==> src/nsr_pkg.sv <==
// ----------------------------------------------------------------------------
// NMEA sentence receiver package
// Shared constants, types and helpers for the sentence parser, the command
// queue and the payload emitter.
// ----------------------------------------------------------------------------
package nsr_pkg;

   localparam int MAX_PAYLOAD = 64;
   localparam int ADDR_W      = $clog2(MAX_PAYLOAD);
   localparam int CNT_W       = $clog2(MAX_PAYLOAD + 1);
   localparam int RAM_AW      = ADDR_W + 1;

   localparam logic [7:0] START_CHAR    = 8'h24;
   localparam logic [7:0] CHECKSUM_CHAR = 8'h2A;
   localparam logic [7:0] DIGIT_BASE    = 8'h30;
   localparam logic [7:0] LETTER_BASE   = 8'h37;
   localparam logic [3:0] DIGIT_LIMIT   = 4'd10;

   typedef enum logic [1:0] {
      MODE_WAIT,
      MODE_PAYLOAD,
      MODE_CHECK1,
      MODE_CHECK2
   } parse_mode_type;

   typedef enum logic [1:0] {
      EMIT_IDLE,
      EMIT_READ,
      EMIT_SHOW
   } emit_state_type;

   typedef struct packed {
      logic             bank;
      logic [CNT_W-1:0] count;
   } sentence_cmd_type;

   typedef struct packed {
      logic valid;
      logic bank;
   } bank_release_type;

   function automatic logic [7:0] hex_char(input logic [3:0] nibble);
      logic [7:0] wide;
      wide = {4'b0000, nibble};
      if (nibble < DIGIT_LIMIT) begin
         return DIGIT_BASE + wide;
      end
      return LETTER_BASE + wide;
   endfunction

endpackage

==> src/nsr_ram.sv <==
// ----------------------------------------------------------------------------
// NMEA sentence receiver payload RAM
// Simple dual-port memory: one write port, one registered read port.
// ----------------------------------------------------------------------------
module nsr_ram #(
   parameter int WIDTH = 8,
   parameter int AW    = 7
) (
   input  logic             clock,
   input  logic             wr_en,
   input  logic [AW-1:0]    wr_addr,
   input  logic [WIDTH-1:0] wr_data,
   input  logic             rd_en,
   input  logic [AW-1:0]    rd_addr,
   output logic [WIDTH-1:0] rd_data
);

   logic [WIDTH-1:0] mem [2**AW];
   logic [WIDTH-1:0] rd_data_ff;

   always_ff @(posedge clock) begin
      if (wr_en) begin
         mem[wr_addr] <= wr_data;
      end
      if (rd_en) begin
         rd_data_ff <= mem[rd_addr];
      end
   end

   assign rd_data = rd_data_ff;

endmodule

==> src/nsr_parser.sv <==
// ----------------------------------------------------------------------------
// NMEA sentence parser
// Accepts received bytes, stores the payload into the free RAM bank, tracks
// the XOR checksum and queues a command for each sentence that checks good.
// ----------------------------------------------------------------------------
module nsr_parser
   import nsr_pkg::*;
(
   input  logic                    clock,
   input  logic                    reset,
   input  logic                    req_valid,
   output logic                    req_stall,
   input  logic [7:0]              req_rx_byte,
   output logic                    wr_en,
   output logic [RAM_AW-1:0]       wr_addr,
   output logic [7:0]              wr_data,
   output logic                    cmd_push,
   output sentence_cmd_type        cmd_data,
   input  bank_release_type        release_bank
);

   parse_mode_type   mode_ff, mode_in;
   logic [CNT_W-1:0] count_ff, count_in;
   logic [7:0]       xor_ff, xor_in;
   logic [7:0]       check1_ff, check1_in;
   logic             bank_ff, bank_in;
   logic [1:0]       busy_ff, busy_in;

   logic accept;
   logic is_start;
   logic is_checksum;
   logic is_full;
   logic sum_ok;
   logic start;
   logic store;
   logic capture;
   logic commit;

   assign req_stall   = busy_ff[bank_ff];
   assign accept      = req_valid && !req_stall;
   assign is_start    = req_rx_byte == START_CHAR;
   assign is_checksum = req_rx_byte == CHECKSUM_CHAR;
   assign is_full     = count_ff == CNT_W'(MAX_PAYLOAD);
   assign sum_ok      = (check1_ff == hex_char(xor_ff[7:4]))
                     && (req_rx_byte == hex_char(xor_ff[3:0]));

   always_comb begin
      mode_in = mode_ff;
      if (accept) begin
         case (mode_ff)
            MODE_WAIT: begin
               if (is_start) begin
                  mode_in = MODE_PAYLOAD;
               end
            end
            MODE_PAYLOAD: begin
               if (is_checksum) begin
                  mode_in = MODE_CHECK1;
               end else if (is_full) begin
                  mode_in = MODE_WAIT;
               end
            end
            MODE_CHECK1: mode_in = MODE_CHECK2;
            MODE_CHECK2: mode_in = MODE_WAIT;
            default:     mode_in = MODE_WAIT;
         endcase
      end
   end

   always_comb begin
      start   = accept && (mode_ff == MODE_WAIT) && is_start;
      store   = accept && (mode_ff == MODE_PAYLOAD) && !is_checksum && !is_full;
      capture = accept && (mode_ff == MODE_CHECK1);
      commit  = accept && (mode_ff == MODE_CHECK2) && sum_ok;

      count_in  = count_ff;
      xor_in    = xor_ff;
      check1_in = capture ? req_rx_byte : check1_ff;
      bank_in   = commit ? !bank_ff : bank_ff;
      busy_in   = busy_ff;

      if (start) begin
         count_in = '0;
         xor_in   = '0;
      end else if (store) begin
         count_in = count_ff + CNT_W'(1);
         xor_in   = xor_ff ^ req_rx_byte;
      end
      if (release_bank.valid) begin
         busy_in[release_bank.bank] = 1'b0;
      end
      if (commit) begin
         busy_in[bank_ff] = 1'b1;
      end
   end

   always_ff @(posedge clock) begin
      if (reset) begin
         mode_ff   <= MODE_WAIT;
         count_ff  <= '0;
         xor_ff    <= '0;
         check1_ff <= '0;
         bank_ff   <= 1'b0;
         busy_ff   <= '0;
      end else begin
         mode_ff   <= mode_in;
         count_ff  <= count_in;
         xor_ff    <= xor_in;
         check1_ff <= check1_in;
         bank_ff   <= bank_in;
         busy_ff   <= busy_in;
      end
   end

   assign wr_en          = store;
   assign wr_addr        = {bank_ff, count_ff[ADDR_W-1:0]};
   assign wr_data        = req_rx_byte;
   assign cmd_push       = commit;
   assign cmd_data.bank  = bank_ff;
   assign cmd_data.count = count_ff;

endmodule

==> src/nsr_cmd_fifo.sv <==
// ----------------------------------------------------------------------------
// NMEA sentence command queue
// Two-entry queue of checked sentences between the parser and the emitter.
// ----------------------------------------------------------------------------
module nsr_cmd_fifo
   import nsr_pkg::*;
(
   input  logic             clock,
   input  logic             reset,
   input  logic             push,
   input  sentence_cmd_type push_data,
   input  logic             pop,
   output logic             head_valid,
   output sentence_cmd_type head_data
);

   sentence_cmd_type q_ff [2];
   logic             wr_ptr_ff, wr_ptr_in;
   logic             rd_ptr_ff, rd_ptr_in;
   logic [1:0]       level_ff, level_in;

   always_comb begin
      wr_ptr_in = push ? !wr_ptr_ff : wr_ptr_ff;
      rd_ptr_in = pop ? !rd_ptr_ff : rd_ptr_ff;
      level_in  = level_ff;
      if (push && !pop) begin
         level_in = level_ff + 2'd1;
      end else if (pop && !push) begin
         level_in = level_ff - 2'd1;
      end
   end

   always_ff @(posedge clock) begin
      if (reset) begin
         wr_ptr_ff <= 1'b0;
         rd_ptr_ff <= 1'b0;
         level_ff  <= '0;
      end else begin
         wr_ptr_ff <= wr_ptr_in;
         rd_ptr_ff <= rd_ptr_in;
         level_ff  <= level_in;
      end
   end

   always_ff @(posedge clock) begin
      if (push) begin
         q_ff[wr_ptr_ff] <= push_data;
      end
   end

   assign head_valid = level_ff != 2'd0;
   assign head_data  = q_ff[rd_ptr_ff];

endmodule

==> src/nsr_emitter.sv <==
// ----------------------------------------------------------------------------
// NMEA sentence emitter
// Pops checked sentences, walks their payload bank and sends one beat per
// byte, or a single marker beat for an empty sentence.
// ----------------------------------------------------------------------------
module nsr_emitter
   import nsr_pkg::*;
(
   input  logic                clock,
   input  logic                reset,
   input  logic                cmd_valid,
   input  sentence_cmd_type    cmd_data,
   output logic                cmd_pop,
   output logic                rd_en,
   output logic [RAM_AW-1:0]   rd_addr,
   input  logic [7:0]          rd_data,
   output bank_release_type    release_bank,
   output logic                rsp_valid,
   input  logic                rsp_stall,
   output logic [7:0]          rsp_sentence_byte,
   output logic                rsp_byte_present,
   output logic                rsp_last_byte
);

   emit_state_type   state_ff, state_in;
   logic             bank_ff, bank_in;
   logic [CNT_W-1:0] cnt_ff, cnt_in;
   logic [CNT_W-1:0] idx_ff, idx_in;
   logic             present_ff, present_in;
   logic             last_ff, last_in;
   logic             beat_done;

   assign beat_done = (state_ff == EMIT_SHOW) && !rsp_stall;

   always_comb begin
      state_in = state_ff;
      case (state_ff)
         EMIT_IDLE: begin
            if (cmd_valid) begin
               state_in = (cmd_data.count == '0) ? EMIT_SHOW : EMIT_READ;
            end
         end
         EMIT_READ: state_in = EMIT_SHOW;
         EMIT_SHOW: begin
            if (!rsp_stall) begin
               state_in = last_ff ? EMIT_IDLE : EMIT_READ;
            end
         end
         default: state_in = EMIT_IDLE;
      endcase
   end

   always_comb begin
      cmd_pop            = (state_ff == EMIT_IDLE) && cmd_valid;
      rd_en              = state_ff == EMIT_READ;
      rd_addr            = {bank_ff, idx_ff[ADDR_W-1:0]};
      release_bank.valid = beat_done && last_ff;
      release_bank.bank  = bank_ff;
      rsp_valid          = state_ff == EMIT_SHOW;

      bank_in    = bank_ff;
      cnt_in     = cnt_ff;
      idx_in     = idx_ff;
      present_in = present_ff;
      last_in    = last_ff;
      if (cmd_pop) begin
         bank_in    = cmd_data.bank;
         cnt_in     = cmd_data.count;
         idx_in     = '0;
         present_in = cmd_data.count != '0;
         last_in    = cmd_data.count == '0;
      end else if (rd_en) begin
         present_in = 1'b1;
         last_in    = (idx_ff + CNT_W'(1)) == cnt_ff;
      end else if (beat_done) begin
         idx_in = idx_ff + CNT_W'(1);
      end
   end

   always_ff @(posedge clock) begin
      if (reset) begin
         state_ff <= EMIT_IDLE;
      end else begin
         state_ff <= state_in;
      end
   end

   always_ff @(posedge clock) begin
      bank_ff    <= bank_in;
      cnt_ff     <= cnt_in;
      idx_ff     <= idx_in;
      present_ff <= present_in;
      last_ff    <= last_in;
   end

   assign rsp_sentence_byte = present_ff ? rd_data : 8'h00;
   assign rsp_byte_present  = present_ff;
   assign rsp_last_byte     = last_ff;

endmodule

==> src/nmea_sentence_receiver.sv <==
// ----------------------------------------------------------------------------
// NMEA sentence receiver
// Checks the XOR checksum of NMEA 0183 sentences and forwards good payloads.
// ----------------------------------------------------------------------------
// A received byte is taken whenever req_stall is low. Payload bytes after
// '$' go into one of two 64-byte RAM banks; a sentence whose two uppercase
// hex checksum characters match is queued for output, a bad or overlong one
// is dropped without output. The emitter picks up each queued sentence and
// for each payload byte does one RAM read and shows one beat on the rsp
// channel, held while rsp_stall is high; an empty sentence gives a single
// beat with rsp_byte_present low. The input stalls only when both banks
// hold sentences still waiting to leave.
// No clearing pass is needed after reset.
module nmea_sentence_receiver
   import nsr_pkg::*;
(
   input  logic       clock,
   input  logic       reset,
   input  logic       req_valid,
   output logic       req_stall,
   input  logic [7:0] req_rx_byte,
   output logic       rsp_valid,
   input  logic       rsp_stall,
   output logic [7:0] rsp_sentence_byte,
   output logic       rsp_byte_present,
   output logic       rsp_last_byte
);

   logic              wr_en;
   logic [RAM_AW-1:0] wr_addr;
   logic [7:0]        wr_data;
   logic              rd_en;
   logic [RAM_AW-1:0] rd_addr;
   logic [7:0]        rd_data;
   logic              cmd_push;
   sentence_cmd_type  cmd_push_data;
   logic              cmd_pop;
   logic              cmd_valid;
   sentence_cmd_type  cmd_head;
   bank_release_type  release_bank;

   nsr_parser u_parser (
      .clock        (clock),
      .reset        (reset),
      .req_valid    (req_valid),
      .req_stall    (req_stall),
      .req_rx_byte  (req_rx_byte),
      .wr_en        (wr_en),
      .wr_addr      (wr_addr),
      .wr_data      (wr_data),
      .cmd_push     (cmd_push),
      .cmd_data     (cmd_push_data),
      .release_bank (release_bank)
   );

   nsr_ram #(
      .WIDTH (8),
      .AW    (RAM_AW)
   ) u_ram (
      .clock   (clock),
      .wr_en   (wr_en),
      .wr_addr (wr_addr),
      .wr_data (wr_data),
      .rd_en   (rd_en),
      .rd_addr (rd_addr),
      .rd_data (rd_data)
   );

   nsr_cmd_fifo u_fifo (
      .clock      (clock),
      .reset      (reset),
      .push       (cmd_push),
      .push_data  (cmd_push_data),
      .pop        (cmd_pop),
      .head_valid (cmd_valid),
      .head_data  (cmd_head)
   );

   nsr_emitter u_emitter (
      .clock             (clock),
      .reset             (reset),
      .cmd_valid         (cmd_valid),
      .cmd_data          (cmd_head),
      .cmd_pop           (cmd_pop),
      .rd_en             (rd_en),
      .rd_addr           (rd_addr),
      .rd_data           (rd_data),
      .release_bank      (release_bank),
      .rsp_valid         (rsp_valid),
      .rsp_stall         (rsp_stall),
      .rsp_sentence_byte (rsp_sentence_byte),
      .rsp_byte_present  (rsp_byte_present),
      .rsp_last_byte     (rsp_last_byte)
   );

endmodule

==> config.mk <==
export PLATFORM = sky130hd
export DESIGN_NAME = nmea_sentence_receiver
export DESIGN_NICKNAME = d
export VERILOG_FILES = /design/src/nsr_pkg.sv /design/src/nsr_ram.sv /design/src/nsr_parser.sv /design/src/nsr_cmd_fifo.sv /design/src/nsr_emitter.sv /design/src/nmea_sentence_receiver.sv
export SDC_FILE = /design/constraint.sdc
export NUM_CORES = 1
export LEC_CHECK = 0
export BUFFER_PORTS_ARGS = -buffer_cell sky130_fd_sc_hd__buf_2
export CORE_AREA = 2 2 286 288
export DETAILED_ROUTE_END_ITERATION = 10
export DIE_AREA = 0 0 288 290
export PLACE_DENSITY = 0.7
export SYNTH_ARGS = -nofsm -noshare
export SYNTH_HDL_FRONTEND = slang
export SYNTH_SLANG_ARGS = --single-unit
==> constraint.sdc <==
create_clock -name clock -period 3.3 [get_ports clock]
set_input_delay 0.99 -clock clock [delete_from_list [all_inputs] [get_ports clock]]
set_output_delay 0.99 -clock clock [all_outputs]
set_load 0.005 [all_outputs]
# Word level (Yosys, flattened, before mapping)
# Memory sizes are Yosys's and may differ from the RTL's. A register that Yosys moved wholly into a read port is not among the register bits.
# Cells that the tools add are included.
[totals]
ramBits = 1040
mem_count = 2
out_inout_bits = 12
elab_cells = 124
romBits = 0
reg_bits = 51
latch_bits = 0
[classes]
addsub = 8
n_mux = 36
reduce_logical = 37
shift = 0
div_mod_pow = 0
n_mul = 0
n_eq_ne = 15
n_bitwise = 5
n_lt_le_gt_ge = 6
[memory_table]
columns = ["name", "words", "width", "read_ports", "rd_clocked_by_memory_dff", "write_ports", "line", "rtl"]
rows = [
  ["u_ram.mem", 128, 8, 1, 1, 1, "nsr_ram.sv:18", "logic [WIDTH-1:0] mem [2**AW];"],
  ["u_fifo.q_ff", 2, 8, 1, 1, 1, "nsr_cmd_fifo.sv:17", "sentence_cmd_type q_ff [2];"],
]
[ops]
columns = ["cell", "count"]
rows = [
  ["8-bit two-way mux", 5],
  ["6-bit by 4-bit adder with 7-bit output, first input constant", 4],
  ["2-bit two-way mux", 10],
  ["1-bit logical AND", 17],
  ["1-bit two-way mux", 17],
  ["8-bit by 6-bit == test with 1-bit output, second input constant", 2],
  ["8-bit == test", 2],
  ["7-bit by 1-bit adder with 7-bit output, second input constant", 2],
  ["1-bit zero test", 9],
  ["4-bit less-than comparator, second input constant", 2],
  ["2-bit one-hot mux with 4 select lines", 1],
  ["8-bit XOR", 1],
  ["7-bit == test", 1],
  ["7-bit == test, second input constant", 1],
  ["7-bit zero test", 1],
  ["7-bit nonzero test", 1],
  ["2-bit == test, second input constant", 3],
  ["2-bit one-hot mux with 3 select lines", 1],
  ["2-bit nonzero test", 3],
  ["2-bit by 1-bit == test with 1-bit output, second input constant", 2],
  ["2-bit zero test", 2],
  ["1-bit by 2-bit less-than comparator with 1-bit output, second input constant", 2],
  ["2-bit by 1-bit inequality test with 1-bit output, second input constant", 2],
  ["2-bit AND reduction", 2],
  ["other kinds (12)", 14],
]

# Depth between registers and ports, before layout
# Gate-level depths: netlist of run 1.
[logic_depth]
word_depth = 10
mapped_depth = 12
mapped_depth_nobuf = 12

# Modules after synthesis
# Synthesis of run 1 repeated with hierarchy kept, for this count alone.
[hier_totals]
hier_cells = 1999
hier_area_um2 = 43261.5
[modules_own_cells]
columns = ["module", "seq_area_each_um2", "n_inst", "area_each_um2", "cells_per_inst"]
rows = [
  ["nsr_ram", 30989.7, 1, 39745.6, 1635],
  ["nsr_parser", 560.5, 1, 1710.4, 218],
  ["nsr_emitter", 480.5, 1, 1028.5, 100],
  ["nsr_cmd_fifo", 580.6, 1, 777.0, 46],
]

# Least setup slack after synthesis of run 1
# No wires, ideal clock.
[synth_timing]
path_kind = "input port to flip-flop"
from = "input port req_rx_byte[0]"
to = "memory u_ram.mem[106][0] (enable)"
setup_slack_ps = 270
cell_stages = 7
required_time_ps = 3020
arrival_time_ps = 2750
n_path_buf = 1
path_cell_list = "or4b_1 nor4_1 nor3b_2 and2b_1 nand3_2 buf_4 nor2_1"
[synth_between]
elab_chain_cells = 6
[synth_rtl]
columns = ["element", "line", "rtl"]
rows = [
  ["start: declaration", "nmea_sentence_receiver.sv:21", "input logic [7:0] req_rx_byte,"],
  ["8-bit by 6-bit == test with 1-bit output", "nsr_parser.sv:42", "assign is_checksum = req_rx_byte == CHECKSUM_CHAR;"],
  ["1-bit zero test", "nsr_parser.sv:72", "store = accept && (mode_ff == MODE_PAYLOAD) && !is_checksum && !is_full;"],
  ["1-bit logical AND (2 in series)", "nsr_parser.sv:72", ""],
  ["1-bit two-way mux", "nsr_ram.sv:22", "if (wr_en) begin"],
  ["1-bit two-way mux (not written as such)", "nsr_ram.sv:23", "mem[wr_addr] <= wr_data;"],
  ["end: declaration", "nsr_ram.sv:18", ""],
]
# No other way between the ends.

# Worst setup path after layout of run 1
[layout_timing]
from = "register u_parser.count_ff[1]"
to = "memory u_ram.mem[19][4] (enable)"
[layout_between]
elab_chain_cells = 5
[layout_rtl]
columns = ["element", "line", "rtl"]
rows = [
  ["start: declaration", "nsr_parser.sv:23", "logic [CNT_W-1:0] count_ff, count_in;"],
  ["start signal: assignment", "nsr_parser.sv:107", "count_ff <= count_in;"],
  ["7-bit == test", "nsr_parser.sv:43", "assign is_full = count_ff == CNT_W'(MAX_PAYLOAD);"],
  ["1-bit zero test", "nsr_parser.sv:72", ""],
  ["1-bit logical AND", "nsr_parser.sv:72", ""],
  ["1-bit two-way mux", "nsr_ram.sv:22", ""],
  ["1-bit two-way mux (not written as such)", "nsr_ram.sv:23", ""],
]
# Parallel ways exist; a longest one is shown, timed or not.

==> impl_metrics.ini, run 1 <==
[run_status]
run_status = completed

[clock_network]
cts-resized-gates = 0
cts_made_buffers = 105
clock_latency_ps = 670
cts_max_level = 3
clock-root-buffer = clkbuf_16
path_clk_slew_ps = 70
cts_tree = yes
post-cts-setup-buffers = 0
cts.sinks = 1100
clockBufferDepth = 3
hold_buffers = 0

[logic_synthesis]
syn-cell-area_um2 = 43820
synth_top_cell_by_area = edfxtp_1
synth_ff_type = edfxtp_1
avgSynthCellArea_um2 = 17.85
syn_nets = 2473
synth.top_cell.area_share = 0.7251
yosys.area_share.simple = 0.04589
synth_top_family_by_area = multiplexers
synth_compound_area_frac = 0.04432
synthCells = 2455
synth_edf_count = 1058
synth-xor-area-share = 0.007796
synth_adder_area_share = 0.001713
seq_area_frac_synth = 0.7443
ys_top_cells_by_count = 1058 x edfxtp_1, 260 x mux2i_1, 170 x nor2_1
synth_mux_area_frac = 0.1378
yosys_warnings = 0
async_reset_ff_frac = 0
synth_cell_types = 55
synth_seq_cells = 1100
yosysMostFrequentCell = edfxtp_1
synthTopCellsByArea = edfxtp_1 73%, mux4_2 7.4%, mux2i_1 5.9%

[sta]
fmax_mhz = 325.8
whs_ps = 467.5
hold_viol = 0
relSlewSlack = 0.3470
slew_viol_final = 0
setup_viol = 0
finClkSkew_ps = 31.48
rsz0062_at_grt = false
tightest_slew_ps = 979.5
min_period_ps = 3069
setup_slack_ps = 230.7
post-route-period-util = 0.9301

[place]
dpl-instance-area_um2 = 45990
dp_hpwl_mm = 62.00
io_buffers = 23
placed_cells = 3536
place.gp.congestion = 0.8627
post-place-ws_ps = -144.0

[die]
io-pin-count = 24
die_area_um2 = 83520
core_area_um2 = 80160
num_rows = 104
dieWidth_um = 288
fp.dieH_um = 290
start_util = 0.5466

[layout]
final_cells = 3729
finish.instance_area_um2 = 49490
drive_above_1_share = 0.1918
diodes = 0
syn_to_final_growth_pct = 12.95
fin_nets = 2601

[global_route]
grt_overflow = 0
grt_max_degree = 131
grt_pass1_vias = 23190
gr-usage-all-layers = 0.2499
antenna_found_initial = 4
grt_pass1_wl_mm = 152.9

[routing]
drc = 0
routedWlPerCell_um = 27.58
avgViaCountPerCell = 6.231
vias = 23230
totalWireLength_mm = 102.8
drt_iter0_markers = 2651
drtAntennaViolNets = 0
first_pass_iters = 6

[flow_run]
timing.max_cap.violations = 0

[critical_path]
start_kind = flip-flop
crit_type = reg2reg
cp_cell_sequence = inv_1, ha_1, a41oi_1, nor3b_2, and2b_1, buf_4, nand2_2, buf_12, nor2_1
crit_fanout = 12
cpPeakStageDelay_ps = 590
cpMaxStageDelayCell = nor2_1
cp.arrival_ps = 3360
endpoint_kind = flip-flop
cp_data_required_time_ps = 3590

[power_and_ir_drop]
peakVddDrop_mv = 0.5946
powerDensity_nw_per_um2 = 641.4
p_int_mw = 24.21
p_leak_nw = 15.13
seqPwrFrac = 0.488
p_sw_mw = 7.537
p_comb_frac = 0.130
p_clk_frac = 0.382
p_sw_frac = 0.2374
power_mw = 31.74

[min_path]
hold_path.class = reg2reg
==> kinds of logic (layout without fill, tap and decap cells) <==
family          after synthesis  count (layout)
mux                         421             421
xor+xnor                     39              39
fa+ha+maj                     6               6
flops                      1100            1100
compound gates              300             300
buf+inv                     156             370
simple gates                433             433
==> area by class of cell <==
cell class,count,area (um^2)
clock inverter,77,813.3
multi-input combinational,1199,10430
tap,1060,1326
inverter,14,52.55
clock buffer,116,2690
timing repair buffer,163,1549
fill,5593,30670
sequential,1100,32630
==> power by group through the flow <==
| stage | Sequential [mW] | Combinational (mW) | Clock (mW) |
|---|---|---|---|
| floorplan | 15.7 | 2.94 | 0 |
| global placement | 15.8 | 4.06 | 0 |
| detailed placement | 15.8 | 4.11 | 0 |
| CTS | 15.5 | 4.12 | 12.3 |
| global route | 15.5 | 4.36 | 12.8 |
| finish | 15.5 | 4.11 | 12.1 |
==> state kept, by name, indices dropped and copies added, names as in the netlist, 2 cells and up, named ones only <==
register,flops
u_fifo.level_ff,2
u_parser.xor_ff,8
u_emitter.state_ff,2
u_emitter.cnt_ff,7
u_parser.busy_ff,2
u_ram.mem,1024
u_fifo.q_ff,16
u_parser.check1_ff,8
u_emitter.idx_ff,7
u_parser.count_ff,7
u_ram.rd_data,8
==> final timing paths <==
check                                      startpoint                    end  slack, ps  cells past startpoint
worst min register to register  u_parser.check1_ff[6]  u_parser.check1_ff[6]        470                      2
worst max register to register   u_parser.count_ff[1]       u_ram.mem[19][4]        230                      9
worst max-delay path             u_parser.count_ff[1]       u_ram.mem[19][4]        230                      9
worst min-delay path            u_parser.check1_ff[6]  u_parser.check1_ff[6]        470                      2
==> stage by stage <==
stage | util | setup TNS [ps]
2_1_floorplan | - | 0
3_3_place_gp | 0.5737 | -13810
3_5_place_dp | 0.5737 | -54010
4_1_cts | 0.6174 | 0
5_1_grt | 0.6174 | 0
6_report | 0.6174 | 0
==> cells in the final DEF (no fill, tap or decap), types with 4 or more instances in the layout <==
cell        synthesis  layout
xnor2_1            20      20
a31oi_1            65      65
nand2b_1           67      67
xor2_1             19      19
mux2_2             17      17
clkinv_4            0      12
clkbuf_16           0     106
buf_2              46      15
dfxtp_4             0       4
nor3_1             11      10
clkinv_2            0      17
nand2_1           109     109
dfxtp_1            42      38
a22oi_1           128     128
ha_1                6       6
and2_1             12      11
bufinv_16           0      13
nor2b_1            14      12
nand3_1            20      20
buf_4              11     119
clkinvlp_4          0      15
mux4_2            144     144
inv_1              14      14
clkbuf_1           57      10
o21ai_0             9       9
nor2_1            170     170
edfxtp_1         1058    1058
a21oi_1            86      86
clkinv_1            0      13
inv_6               0       5
nand4_1             8       8
buf_12              0      29
mux2i_1           260     260
==> layer usage <==
metal	share of wire	track usage
met2	0.47	0.3882
met3	0.090	0.04072
met5	0.00011	0
met1	0.41	0.3658
met4	0.030	0.08063
==> critical path: cells and delay by family, from the launching register on <==
family / cells / cell delay (ps)
AO/OA/AOI/OAI: 1 / 220
flip-flops: 1 / 530
AND/OR/NAND/NOR: 4 / 1230
buffers and inverters: 3 / 470
adder cells (fa/ha/maj): 1 / 230
Note: power is estimated with default switching activity, not from simulation.
==> run 2: changes to the inputs <==
Settings changed: CAP_MARGIN set to 20, CORE_AREA 2 2 286 288 to 2 2 261 315, CTS_BUF_LIST set to sky130_fd_sc_hd__clkbuf_8, DIE_AREA 0 0 288 290 to 0 0 263 317.
==> run 2 against run 1 <==
Effect of this change: flip-flop and latch count unchanged; non-clock buffer count rose by 3; utilization down 0.40 points; total power shrank 4.2%; maximum frequency up 0.32%; via count grew 0.81%; combinational power grew 5.8%; largest cell class unchanged; highest routed layer unchanged.
==> impl_metrics.ini, run 2 (synthesis results as in run 1) <==
[run_status]
run_status = completed

[critical_path]
cp_data_required_time_ps = 3850
start_kind = flip-flop
crit_type = reg2reg
cp.arrival_ps = 3610
crit_fanout = 20
endpoint_kind = flip-flop

[place]
dpl-instance-area_um2 = 46080
placed_cells = 3523
post-place-ws_ps = -189.6
io_buffers = 23
place.gp.congestion = 0.8745
dp_hpwl_mm = 63.39

[die]
die_area_um2 = 83370
start_util = 0.5466
core_area_um2 = 80160
io-pin-count = 24
fp.dieH_um = 317
dieWidth_um = 263
num_rows = 114

[clock_network]
hold_buffers = 0
cts_tree = yes
cts_max_level = 4
path_clk_slew_ps = 60
clockBufferDepth = 3
cts-resized-gates = 0
cts.sinks = 1100
clock-root-buffer = clkbuf_8
clock_latency_ps = 810
post-cts-setup-buffers = 0
cts_made_buffers = 160

[sta]
rsz0062_at_grt = false
whs_ps = 459.4
hold_viol = 0
setup_slack_ps = 240.4
post-route-period-util = 0.9271
fmax_mhz = 326.8
setup_viol = 0
relSlewSlack = 0.3493
min_period_ps = 3060
slew_viol_final = 0
finClkSkew_ps = 28.98
tns_ps = 0
tightest_slew_ps = 976.0

[global_route]
gr-usage-all-layers = 0.2537
grt_overflow = 0
grt_pass1_vias = 24080
antenna_found_initial = 3
grt_max_degree = 132
grt_pass1_wl_mm = 153.6

[routing]
routedWlPerCell_um = 27.42
totalWireLength_mm = 104.3
first_pass_iters = 6
drc = 0
drtAntennaViolNets = 0
vias = 23420
avgViaCountPerCell = 6.154
drt_iter0_markers = 2519

[layout]
final_cells = 3806
final_common_cell = edfxtp_1
reg.largest.list = u_ram.mem x1024, u_fifo.q_ff x16
regMostFlops = u_ram.mem
layout_common_cells = 1058 x edfxtp_1, 260 x mux2i_1, 170 x nor2_1
drive_above_1_share = 0.1993
syn_to_final_growth_pct = 12.22
final_util = 0.6134
largest_reg_flops = 1024
finish.instance_area_um2 = 49170
fin_nets = 2659

[power_and_ir_drop]
power_mw = 30.41
p_leak_nw = 15.21
powerDensity_nw_per_um2 = 618.4
peakVddDrop_mv = 0.4598

[min_path]
hold_path.class = in2reg

[flow_run]
timing.max_cap.violations = 0
==> run 2: per-layer routing <==
metal  vias up  global-route usage  part of all wire
met2      1154              0.4228              0.49
met5         -                   0           0.00012
met4         2              0.1140             0.043
li1      10120                   -                 -
met1     11920              0.3295              0.39
met3       219             0.04708             0.080
==> run 2: layout make-up <==
| class | instances | area (um^2) |
|---|---|---|
| antenna | 3 | 7.507 |
| clock buffer | 169 | 2326 |
| clock inverter | 111 | 759.5 |
| fill | 5649 | 30990 |
| inverter | 14 | 52.55 |
| multi-input combinational | 1199 | 10430 |
| sequential | 1100 | 32630 |
| tap | 1044 | 1306 |
| timing repair buffer | 166 | 1659 |
==> run 2: power breakdown <==
group | internal (mW) | switching [mW]
registers | 15.4 | 0.0986
logic | 2.03 | 2.32
clock network | 5.58 | 4.96
==> run 2: worst paths after layout <==
path                              start               endpoint  slack [ps]  depth (start not counted)
hold reg to reg   u_parser.check1_ff[2]  u_parser.check1_ff[2]         480                          2
setup reg to reg    u_emitter.idx_ff[0]       u_ram.rd_data[4]         240                          9
hold / removal                rsp_stall  u_emitter.state_ff[1]         460                          3
setup / recovery    u_emitter.idx_ff[0]       u_ram.rd_data[4]         240                          9
==> run 2: worst max-delay path, stage by stage (launching register included) <==
cell	delay, ps
dfxtp_4	470
buf_12	190
buf_12	210
buf_12	190
mux2i_1	230
a22oi_1	160
a21oi_1	190
a31oi_1	200
mux4_2	610
mux2_2	310
